`src/rtl/core/sha1_pkg.sv`:
```
// ----------------------------------------------------------------------------
// sha1_pkg
// Shared types, constants and round helpers for the SHA-1 hasher.
// ----------------------------------------------------------------------------
`default_nettype none

package sha1_pkg;

    localparam int unsigned DIGEST_WORDS = 5;
    localparam int unsigned RING_WORDS   = 16;
    localparam int unsigned ROUNDS       = 80;

    // ring slot that receives the high length word
    localparam logic [3:0] LEN_SLOT      = 4'd14;
    localparam logic [3:0] LAST_SLOT     = 4'd15;
    localparam logic [6:0] LAST_ROUND    = 7'd79;
    localparam logic [2:0] LAST_INDEX    = 3'd4;
    localparam logic [2:0] FULL_BYTES    = 3'd4;

    localparam logic [31:0] IV0 = 32'h6745_2301;
    localparam logic [31:0] IV1 = 32'hEFCD_AB89;
    localparam logic [31:0] IV2 = 32'h98BA_DCFE;
    localparam logic [31:0] IV3 = 32'h1032_5476;
    localparam logic [31:0] IV4 = 32'hC3D2_E1F0;

    localparam logic [31:0] K0 = 32'h5A82_7999;
    localparam logic [31:0] K1 = 32'h6ED9_EBA1;
    localparam logic [31:0] K2 = 32'h8F1B_BCDC;
    localparam logic [31:0] K3 = 32'hCA62_C1D6;

    localparam logic [31:0] PAD_MARKER_WORD = 32'h8000_0000;

    typedef enum logic [2:0] {
        ST_IDLE,
        ST_ROUNDS,
        ST_FOLD,
        ST_PAD,
        ST_OUT
    } t_state;

    typedef enum logic [1:0] {
        PAD_MARKER,
        PAD_ZERO,
        PAD_LEN_HI,
        PAD_LEN_LO
    } t_pad_sel;

    typedef struct packed {
        logic       push_in;    // take the input word into the ring
        logic       push_pad;   // take a padding word into the ring
        t_pad_sel   pad_sel;
        logic       load_vars;  // a..e <= chaining value
        logic       round_en;
        logic [6:0] round_idx;
        logic       fold;       // chaining value += a..e
        logic       clear;      // back to the initial state
        logic [2:0] out_idx;
    } t_dp_cmd;

    typedef struct packed {
        logic [3:0] word_pos;
        logic       full_word;  // input word carries four bytes
    } t_dp_stat;

    function automatic logic [31:0] round_f(input logic [6:0] t, input logic [31:0] b,
                                            input logic [31:0] c, input logic [31:0] d);
        logic [31:0] f;
        if (t < 7'd20) begin
            f = (b & c) | (~b & d);
        end else if (t < 7'd40) begin
            f = b ^ c ^ d;
        end else if (t < 7'd60) begin
            f = (b & c) | (b & d) | (c & d);
        end else begin
            f = b ^ c ^ d;
        end
        return f;
    endfunction

    function automatic logic [31:0] round_k(input logic [6:0] t);
        logic [31:0] k;
        if (t < 7'd20) begin
            k = K0;
        end else if (t < 7'd40) begin
            k = K1;
        end else if (t < 7'd60) begin
            k = K2;
        end else begin
            k = K3;
        end
        return k;
    endfunction

endpackage

`default_nettype wire

```
`src/rtl/core/sha1_datapath.sv`:
```
// ----------------------------------------------------------------------------
// sha1_datapath
// Chaining value, schedule shift line, working variables and length counter.
// ----------------------------------------------------------------------------
`default_nettype none

module sha1_datapath (
    input  wire logic               i_clk,
    input  wire logic               i_rst_n,
    input  wire sha1_pkg::t_dp_cmd  i_cmd,
    output sha1_pkg::t_dp_stat      o_stat,
    input  wire logic [31:0]        i_message_word,
    input  wire logic [2:0]         i_byte_count,
    input  wire logic               i_last_word,
    output logic [31:0]             o_digest_word
);

    logic [31:0] r_chain [sha1_pkg::DIGEST_WORDS];
    logic [31:0] r_ring  [sha1_pkg::RING_WORDS];
    logic [31:0] r_a, r_b, r_c, r_d, r_e;
    logic [63:0] r_len;
    logic [3:0]  r_pos;

    logic [2:0]  eff_count;
    logic [31:0] in_word;
    logic [31:0] pad_word;
    logic [31:0] push_word;
    logic [31:0] expand;
    logic [31:0] w_t;
    logic [31:0] tmp;

    // counts above four, and every word but the last, carry four bytes
    assign eff_count = (!i_last_word || i_byte_count > sha1_pkg::FULL_BYTES) ?
                       sha1_pkg::FULL_BYTES : i_byte_count;

    // clear unused bytes and, in a short last word, place the 0x80 marker right after the data
    always_comb begin
        case (eff_count)
            3'd0:    in_word = sha1_pkg::PAD_MARKER_WORD;
            3'd1:    in_word = {i_message_word[31:24], 24'h80_0000};
            3'd2:    in_word = {i_message_word[31:16], 16'h8000};
            3'd3:    in_word = {i_message_word[31:8], 8'h80};
            default: in_word = i_message_word;
        endcase
    end

    always_comb begin
        unique case (i_cmd.pad_sel)
            sha1_pkg::PAD_MARKER: pad_word = sha1_pkg::PAD_MARKER_WORD;
            sha1_pkg::PAD_ZERO:   pad_word = 32'd0;
            sha1_pkg::PAD_LEN_HI: pad_word = r_len[63:32];
            sha1_pkg::PAD_LEN_LO: pad_word = r_len[31:0];
            default:              pad_word = 32'd0;
        endcase
    end

    assign push_word = i_cmd.push_in ? in_word : pad_word;

    // r_ring[0] is W[t-16]; the first 16 rounds rotate the loaded block
    assign expand = r_ring[13] ^ r_ring[8] ^ r_ring[2] ^ r_ring[0];
    assign w_t    = (i_cmd.round_idx < 7'd16) ? r_ring[0] : {expand[30:0], expand[31]};

    assign tmp = {r_a[26:0], r_a[31:27]}
               + sha1_pkg::round_f(i_cmd.round_idx, r_b, r_c, r_d)
               + r_e + sha1_pkg::round_k(i_cmd.round_idx) + w_t;

    // schedule shift line
    always_ff @(posedge i_clk) begin
        if (i_cmd.push_in || i_cmd.push_pad || i_cmd.round_en) begin
            for (int i = 0; i < sha1_pkg::RING_WORDS - 1; i++) begin
                r_ring[i] <= r_ring[i + 1];
            end
            r_ring[sha1_pkg::RING_WORDS - 1] <= i_cmd.round_en ? w_t : push_word;
        end
    end

    // working variables
    always_ff @(posedge i_clk) begin
        if (i_cmd.load_vars) begin
            r_a <= r_chain[0];
            r_b <= r_chain[1];
            r_c <= r_chain[2];
            r_d <= r_chain[3];
            r_e <= r_chain[4];
        end else if (i_cmd.round_en) begin
            r_a <= tmp;
            r_b <= r_a;
            r_c <= {r_b[1:0], r_b[31:2]};
            r_d <= r_c;
            r_e <= r_d;
        end
    end

    always_ff @(posedge i_clk) begin
        if (!i_rst_n || i_cmd.clear) begin
            r_chain[0] <= sha1_pkg::IV0;
            r_chain[1] <= sha1_pkg::IV1;
            r_chain[2] <= sha1_pkg::IV2;
            r_chain[3] <= sha1_pkg::IV3;
            r_chain[4] <= sha1_pkg::IV4;
            r_len      <= 64'd0;
            r_pos      <= 4'd0;
        end else begin
            if (i_cmd.fold) begin
                r_chain[0] <= r_chain[0] + r_a;
                r_chain[1] <= r_chain[1] + r_b;
                r_chain[2] <= r_chain[2] + r_c;
                r_chain[3] <= r_chain[3] + r_d;
                r_chain[4] <= r_chain[4] + r_e;
            end
            if (i_cmd.push_in) begin
                r_len <= r_len + {58'd0, eff_count, 3'd0};
            end
            if (i_cmd.push_in || i_cmd.push_pad) begin
                r_pos <= r_pos + 4'd1;
            end
        end
    end

    always_comb begin
        case (i_cmd.out_idx)
            3'd0:    o_digest_word = r_chain[0];
            3'd1:    o_digest_word = r_chain[1];
            3'd2:    o_digest_word = r_chain[2];
            3'd3:    o_digest_word = r_chain[3];
            3'd4:    o_digest_word = r_chain[4];
            default: o_digest_word = 32'd0;
        endcase
    end

    assign o_stat.word_pos  = r_pos;
    assign o_stat.full_word = (eff_count == sha1_pkg::FULL_BYTES);

endmodule

`default_nettype wire

```
`src/rtl/core/sha1_ctrl.sv`:
```
// ----------------------------------------------------------------------------
// sha1_ctrl
// Sequencer: word intake, 80-round loop, padding and digest readout.
// ----------------------------------------------------------------------------
`default_nettype none

module sha1_ctrl (
    input  wire logic               i_clk,
    input  wire logic               i_rst_n,
    input  wire logic               i_in_valid,
    output logic                    o_in_ready,
    input  wire logic               i_last_word,
    output logic                    o_out_valid,
    input  wire logic               i_out_ready,
    output logic [2:0]              o_word_index,
    output logic                    o_last_result,
    output sha1_pkg::t_dp_cmd       o_cmd,
    input  wire sha1_pkg::t_dp_stat i_stat
);

    sha1_pkg::t_state r_state, n_state;
    logic [6:0] r_round, n_round;
    logic [2:0] r_idx, n_idx;
    logic       r_padding, n_padding;
    logic       r_need_marker, n_need_marker;
    logic       r_done, n_done;

    always_ff @(posedge i_clk) begin
        if (!i_rst_n) begin
            r_state       <= sha1_pkg::ST_IDLE;
            r_round       <= 7'd0;
            r_idx         <= 3'd0;
            r_padding     <= 1'b0;
            r_need_marker <= 1'b0;
            r_done        <= 1'b0;
        end else begin
            r_state       <= n_state;
            r_round       <= n_round;
            r_idx         <= n_idx;
            r_padding     <= n_padding;
            r_need_marker <= n_need_marker;
            r_done        <= n_done;
        end
    end

    always_comb begin
        n_state       = r_state;
        n_round       = r_round;
        n_idx         = r_idx;
        n_padding     = r_padding;
        n_need_marker = r_need_marker;
        n_done        = r_done;
        o_in_ready    = 1'b0;
        o_out_valid   = 1'b0;
        o_cmd         = '0;
        o_cmd.pad_sel   = sha1_pkg::PAD_ZERO;
        o_cmd.round_idx = r_round;
        o_cmd.out_idx   = r_idx;

        unique case (r_state)
            sha1_pkg::ST_IDLE: begin
                o_in_ready = 1'b1;
                if (i_in_valid) begin
                    o_cmd.push_in = 1'b1;
                    if (i_last_word) begin
                        n_padding     = 1'b1;
                        n_need_marker = i_stat.full_word;
                    end
                    if (i_stat.word_pos == sha1_pkg::LAST_SLOT) begin
                        o_cmd.load_vars = 1'b1;
                        n_round         = 7'd0;
                        n_state         = sha1_pkg::ST_ROUNDS;
                    end else if (i_last_word) begin
                        n_state = sha1_pkg::ST_PAD;
                    end
                end
            end
            sha1_pkg::ST_ROUNDS: begin
                o_cmd.round_en = 1'b1;
                n_round        = r_round + 7'd1;
                if (r_round == sha1_pkg::LAST_ROUND) begin
                    n_round = 7'd0;
                    n_state = sha1_pkg::ST_FOLD;
                end
            end
            sha1_pkg::ST_FOLD: begin
                o_cmd.fold = 1'b1;
                if (r_done) begin
                    n_idx   = 3'd0;
                    n_state = sha1_pkg::ST_OUT;
                end else if (r_padding) begin
                    n_state = sha1_pkg::ST_PAD;
                end else begin
                    n_state = sha1_pkg::ST_IDLE;
                end
            end
            sha1_pkg::ST_PAD: begin
                o_cmd.push_pad = 1'b1;
                // the low length word follows the high one in the same block
                if (r_need_marker) begin
                    o_cmd.pad_sel = sha1_pkg::PAD_MARKER;
                    n_need_marker = 1'b0;
                end else if (i_stat.word_pos == sha1_pkg::LEN_SLOT) begin
                    o_cmd.pad_sel = sha1_pkg::PAD_LEN_HI;
                    n_done        = 1'b1;
                end else if (r_done) begin
                    o_cmd.pad_sel = sha1_pkg::PAD_LEN_LO;
                end
                if (i_stat.word_pos == sha1_pkg::LAST_SLOT) begin
                    o_cmd.load_vars = 1'b1;
                    n_round         = 7'd0;
                    n_state         = sha1_pkg::ST_ROUNDS;
                end
            end
            sha1_pkg::ST_OUT: begin
                o_out_valid = 1'b1;
                if (i_out_ready) begin
                    if (r_idx == sha1_pkg::LAST_INDEX) begin
                        o_cmd.clear   = 1'b1;
                        n_idx         = 3'd0;
                        n_padding     = 1'b0;
                        n_need_marker = 1'b0;
                        n_done        = 1'b0;
                        n_state       = sha1_pkg::ST_IDLE;
                    end else begin
                        n_idx = r_idx + 3'd1;
                    end
                end
            end
            default: begin
                n_state = sha1_pkg::ST_IDLE;
            end
        endcase
    end

    assign o_word_index  = r_idx;
    assign o_last_result = (r_idx == sha1_pkg::LAST_INDEX);

endmodule

`default_nettype wire

```
`src/rtl/core/sha1_hasher.sv`:
```
// ----------------------------------------------------------------------------
// sha1_hasher
// Streaming SHA-1 engine over 32-bit big-endian message words.
// ----------------------------------------------------------------------------
// Feed the message as 32-bit big-endian words, valid bytes in the high lanes,
// with i_byte_count giving the valid bytes (only the final word may carry
// fewer than four) and i_last_word marking the end of the message. An empty
// message is a single last word with a byte count of zero. A word is taken
// whenever o_in_ready is high. After the word that completes a 64-byte block
// the input holds off while the block is hashed (80 rounds at one round per
// cycle in the shared round unit, then a fold of a..e into the chaining
// value) and accepts words again once the fold is done. The last word
// additionally triggers padding (the final pad word of a block also loading
// a..e) and one or two blocks of 80 rounds plus a fold, then the digest comes
// out as a run of five items, H0 first, with o_last_result on the fifth. The
// output waits as long as needed for i_out_ready; the next message is
// accepted once the fifth digest item has been taken, and the engine starts
// again from the standard initial chaining value.
// ----------------------------------------------------------------------------
`default_nettype none

module sha1_hasher (
    input  wire logic        i_clk,
    input  wire logic        i_rst_n,
    input  wire logic        i_in_valid,
    output logic             o_in_ready,
    input  wire logic [31:0] i_message_word,
    input  wire logic [2:0]  i_byte_count,
    input  wire logic        i_last_word,
    output logic             o_out_valid,
    input  wire logic        i_out_ready,
    output logic [31:0]      o_digest_word,
    output logic [2:0]       o_word_index,
    output logic             o_last_result
);

    sha1_pkg::t_dp_cmd  cmd;
    sha1_pkg::t_dp_stat stat;

    // sequencer: owns the state, round counter and digest index
    sha1_ctrl u_ctrl (
        .i_clk         (i_clk),
        .i_rst_n       (i_rst_n),
        .i_in_valid    (i_in_valid),
        .o_in_ready    (o_in_ready),
        .i_last_word   (i_last_word),
        .o_out_valid   (o_out_valid),
        .i_out_ready   (i_out_ready),
        .o_word_index  (o_word_index),
        .o_last_result (o_last_result),
        .o_cmd         (cmd),
        .i_stat        (stat)
    );

    // datapath: schedule line, round unit, chaining value and length
    sha1_datapath u_datapath (
        .i_clk          (i_clk),
        .i_rst_n        (i_rst_n),
        .i_cmd          (cmd),
        .o_stat         (stat),
        .i_message_word (i_message_word),
        .i_byte_count   (i_byte_count),
        .i_last_word    (i_last_word),
        .o_digest_word  (o_digest_word)
    );

endmodule

`default_nettype wire
```
`config.mk`:
```
export PLATFORM = sky130hd
export DESIGN_NAME = sha1_hasher
export DESIGN_NICKNAME = d
export VERILOG_FILES = /design/src/rtl/core/sha1_pkg.sv /design/src/rtl/core/sha1_datapath.sv /design/src/rtl/core/sha1_ctrl.sv /design/src/rtl/core/sha1_hasher.sv
export SDC_FILE = /design/constraint.sdc
export NUM_CORES = 2
export LEC_CHECK = 0
export BUFFER_PORTS_ARGS = -buffer_cell sky130_fd_sc_hd__buf_2
export CORE_MARGIN = 10
export CORE_UTILIZATION = 57
export CTS_CLUSTER_DIAMETER = 50
export CTS_CLUSTER_SIZE = 14
export DETAILED_ROUTE_END_ITERATION = 6
export PLACE_DENSITY = 0.76
export RECOVER_POWER = 50
export REMOVE_ABC_BUFFERS = 1
export SYNTH_ARGS = -nofsm -noshare
export SYNTH_HDL_FRONTEND = slang
export SYNTH_SLANG_ARGS = --single-unit
```
`constraint.sdc`:
```
create_clock -name i_clk -period 14.09 [get_ports i_clk]
set_clock_uncertainty 0.2 [all_clocks]
set_input_delay 1.409 -clock i_clk [delete_from_list [all_inputs] [get_ports i_clk]]
set_output_delay 1.409 -clock i_clk [all_outputs]
set_load 0.02 [all_outputs]
```
# After elaboration in Yosys (flattened, before gate mapping)
# Memories as Yosys holds them, arrays and structs flattened.
# Cells that the tools add are included.
[totals]
wordCells = 181
register_bits = 244
in_bits = 40
n_memories = 2
mem_bits_rw = 672
out_inout_bits = 38
[op_classes]
n_bitwise = 18
mux = 80
n_reduce_logical = 22
n_lt_le_gt_ge = 5
eq_ne = 28
n_addsub = 13
[memory_table]
columns = ["name", "words", "word_bits", "rd", "rd_clocked_by_memory_dff", "write_ports", "line_no", "text"]
rows = [
  ["u_datapath.r_ring", 16, 32, 16, 0, 16, "sha1_datapath.sv:19", "logic [31:0] r_ring [sha1_pkg::RING_WORDS];"],
  ["u_datapath.r_chain", 5, 32, 5, 0, 5, "sha1_datapath.sv:18", "logic [31:0] r_chain [sha1_pkg::DIGEST_WORDS];"],
]
[ops]
columns = ["op", "count"]
rows = [
  ["32-bit two-way mux", 23],
  ["32-bit adder", 9],
  ["32-bit case mux with 4 select lines", 2],
  ["32-bit case mux with 5 select lines", 1],
  ["32-bit XOR", 5],
  ["32-bit bitwise AND", 4],
  ["32-bit OR", 3],
  ["64-bit by 6-bit adder with 64-bit output", 1],
  ["3-bit two-way mux", 13],
  ["32-bit inverter", 1],
  ["31-bit two-way mux", 1],
  ["1-bit two-way mux", 26],
  ["7-bit two-way mux", 3],
  ["7-bit case mux with 3 select lines", 1],
  ["3-bit by 2-bit == test with 1-bit output, second input constant", 6],
  ["3-bit case mux with 5 select lines", 1],
  ["5-bit AND reduction", 3],
  ["7-bit by 5-bit < comparator with 1-bit output, second input constant", 2],
  ["7-bit by 6-bit < comparator with 1-bit output, second input constant", 2],
  ["2-bit != test, second input constant", 5],
  ["3-bit by 1-bit == test with 1-bit output, second input constant", 3],
  ["3-bit == test, second input constant", 3],
  ["3-bit zero test", 3],
  ["4-bit == test, second input constant", 2],
  ["other kinds (22)", 43],
]

# Depth between registers and ports, before layout
[depth]
depth_word = 12
ltp_mapped = 25
depth_no_buf = 22

# Modules after synthesis
# Synthesis repeated with hierarchy kept, for this count alone.
[hier_totals]
hier_cells = 3781
hier_area_um2 = 47118.9
[by_module_without_submodules]
columns = ["module", "area_per_inst_um2", "n_inst", "seq_area_each_um2", "cells_each"]
rows = [
  ["sha1_datapath", 46101.7, 1, 26285.2, 3653],
  ["sha1_ctrl", 1017.2, 1, 320.3, 128],
]

# Worst setup path before layout
# OpenSTA, ideal clock, no wires.
[synth_path]
path_kind = "input port to flip-flop"
startpoint = "input port i_in_valid"
endpoint = "memory u_datapath.r_ring[0][0], enable pin"
arrival_time_ns = 10.098
t_required_ns = 10.246
setup_slack_ns = 0.148
setup_time_ns = 3.644
cell_stages = 3
path_buffers = 1
path_cell_list = "nand2_1 clkbuf_1 nand2_1"
[synth_rtl]
columns = ["item", "line_no", "text"]
rows = [
  ["start, declared", "sha1_hasher.sv:25", "input wire logic i_in_valid,"],
  ["end, declared", "sha1_datapath.sv:19", ""],
]

==> key figures <==
Synth
  – Number of enable flip-flop cells after synthesis: roughly 830
  – Mapped Area: about 47000 um2
  – Sequential area share after synthesis: 56.5%
  – Seq cells post-synth: a little over 900
  – Most used DFF post-synth: edfxtp_1
  – Synth Warn #: 0
  – Async SR Flop Fraction: 0%
  – Cell count after synthesis: 4006
  – Library cells used by synthesis: 88
  – Post-synthesis average cell area: 11.8 um2

Die
  – Site Rows: 105
  – Die area: 94600 um2
  – Chip height: between 300 and 400 um
  – Die X: between 300 and 400 um
  – Core Box Area: a little over 80000 um2
  – I/O pins: slightly below 80
  – Starting Density: between 50 and 60%

Global routing
  – Largest net degree at the start of global routing: 191
  – Initial antenna violation count: 6
  – Vias in the first global route: roughly 32000
  – GRT Overall Usage: 26.0%
  – GR Overflow Total: 0
  – Global-route wire length before repair: around 190 mm

Job
  – Max_cap viols: 15

STA
  – Worst slew pin tran: a little under 4000 ps
  – Final Cycle Share: roughly 60%
  – Maximum clock frequency: roughly 120 MHz
  – Setup TNS: 0 ps
  – RSZ-0062 raised after global routing: false
  – Post-layout min period: around 8400 ps
  – Fin. max-slew vios: 728
  – Slew margin rel.: -160%
  – Final Hold Fails: 0
  – Final setup violation count: 0

Critical path
  – WP depth: 8
  – Critical Path, Cell by Cell: inv_1, ha_1, and3_1, nand2_1, nand2_2, clkbuf_1, or2_0, buf_4
  – Largest stage delay, worst path: 2510 ps
  – Required @ worst endpoint: roughly 14000 ps
  – Delay-heaviest family, CP: buffers and inverters
  – Reg2reg start: u_ctrl.o_word_index[0]
  – Slowest CP cell: or2_0
  – CP endpoint kind: flop
  – Critical path class: flop to flop
  – Worst path arrival time: about 8500 ps
  – Worst setup path endpoint: u_datapath.r_chain[0][6]
  – Startpoint types: flop
  – R2R Setup Slk: approximately 5700 ps
  – First element of the critical path: u_ctrl.o_word_index[0]
  – Capture point of the worst reg-to-reg path: u_datapath.r_chain[0][6]
  – Max FO, Critical Path: 67
  – FF-to-FF path depth: 8
  – Buffers & Inverters on Critical Path: 3

Place
  – DP HPWL: roughly 87 mm
  – Final GP Congestion: ~0.94
  – I/O Buffers: a little under 80

CTS
  – CTS Buffer Depth: 3
  – CTS tree: done
  – Post-CTS Setup Bufs: 0
  – Cts repair resizes: 0
  – CTS buffer count: between 90 and 100
  – CTS Sinks: 913
  – CTS Root Cell: clkbuf_16
  – Clk pin slew, worst setup/hold paths: ~70 ps
  – Clk_lat worst skew: slightly below 700 ps
  – CTS H-Tree Depth: 3
  – Cts hold-fix bufs: 0

Detailed routing
  – Vias: 32400
  – Drt wl/cell: 23.7 um
  – Initial drt markers: around 3600
  – Via density: 6.18
  – Routed Antenna Nets: 0
  – Drt first pass iters: 7
  – DRC viols: 9
  – Detailed Route WL: between 100 and 150 mm

Outcome
  – Failing checks: DRC, capacitance limit, slew limit
  – Status: finished, violations left

Finish
  – Nets@finish: between 4000 and 5000
  – Share of layout cells above drive strength 1: ~6.6%
  – Layout area overhead: 9.99%
  – Most common cell after layout, fill and taps aside: edfxtp_1
  – Most frequent cells in the layout: edfxtp_1, nand2_1, nor2_1, inv_1, ha_1

Min path
  – Hold Path Class: flop to flop
  – Min-delay src: u_datapath.r_ring[3][14]
==> logic make-up after synthesis <==
kind of cell | after synthesis | share of synthesized area, %
multiplexers | 20 | 0.427
flip-flops | 913 | 56.5
XOR/XNOR | 297 | 5.52
AND/OR/NAND/NOR | 1250 | 11.8
adder cells (fa/ha/maj) | 356 | 11.4
buffers and inverters | 359 | 2.91
AO/OA/AOI/OAI | 811 | 11.4
==> through the flow <==
stage                     worst slack, ps  hold WS, ps  util, %  cells  cell area, um2
final                                5690          208     63.2   5246           51800
after floorplan                       280          200        -   3883           46600
after CTS                            7060          211     63.3   5244           51900
after global placement               7330          200     59.4   5064           48700
after global routing                 5360          220     63.2   5246           51800
after detailed placement             7090          205     59.4   5064           48700
==> cell type report <==
cell class / instances / area (um2)
diodes: 2 / 5.00
clock buffers: 128 / 2580
clock inverters: 52 / 627
fillers: 6308 / 30100
inverters: 236 / 891
multi-input cells: 2734 / 19200
flip-flops and latches: 913 / 26600
well taps: 1070 / 1340
repair buffers: 111 / 619
==> flip-flops by register name, summed over array words and instances, names as in the netlist, 3 cells and up <==
register and flops:
u_ctrl.r_state 3, u_ctrl.r_round 7, u_datapath.r_pos 4, u_datapath.r_ring 512, u_datapath.r_len 61, u_ctrl.o_word_index 3, u_datapath.r_d 32, u_datapath.r_a 32
u_datapath.r_chain 160, u_datapath.r_c 32, u_datapath.r_e 32, u_datapath.r_b 32
==> synthesized netlist by cell type, types with 31 or more instances <==
master / count / area, um2
a21o_1: 86 / 646
a21oi_1: 196 / 981
a222oi_1: 36 / 360
a22oi_1: 58 / 435
and3_1: 40 / 250
clkbuf_1: 108 / 405
dfxtp_1: 81 / 1620
edfxtp_1: 832 / 25000
fa_1: 125 / 2500
ha_1: 231 / 2890
inv_1: 235 / 882
nand2_1: 585 / 2200
nand2b_1: 31 / 194
nand3_1: 76 / 380
nor2_1: 296 / 1110
nor2b_1: 67 / 419
nor3_1: 44 / 220
o21a_1: 32 / 240
o21ai_0: 191 / 956
xnor2_1: 185 / 1620
xor2_1: 112 / 981
==> worst min path at each step <==
stage | endpoint | slack [ps] | cells after the start
6_report | u_datapath.r_ring[2][110] | 210 | 0
5_1_grt | u_datapath.r_ring[2][92] | 220 | 0
4_1_cts | u_datapath.r_ring[2][110] | 210 | 0
3_5_place_dp | u_datapath.r_ring[0][78] | 200 | 0
3_3_place_gp | u_datapath.r_ring[2][82] | 200 | 0
2_1_floorplan | u_datapath.r_ring[0][0] | 200 | 0
==> layer usage <==
layer	wire length, um	global-route usage, %	up-vias
li1	-	-	14700
met1	50100	34.9	15900
met2	57700	41.1	1566
met3	10600	4.26	321
met4	6090	12.1	4
met5	27	0	-
Power is not shown: default switching activity piles up to over one toggle a cycle in this logic, so the estimate is an artifact.
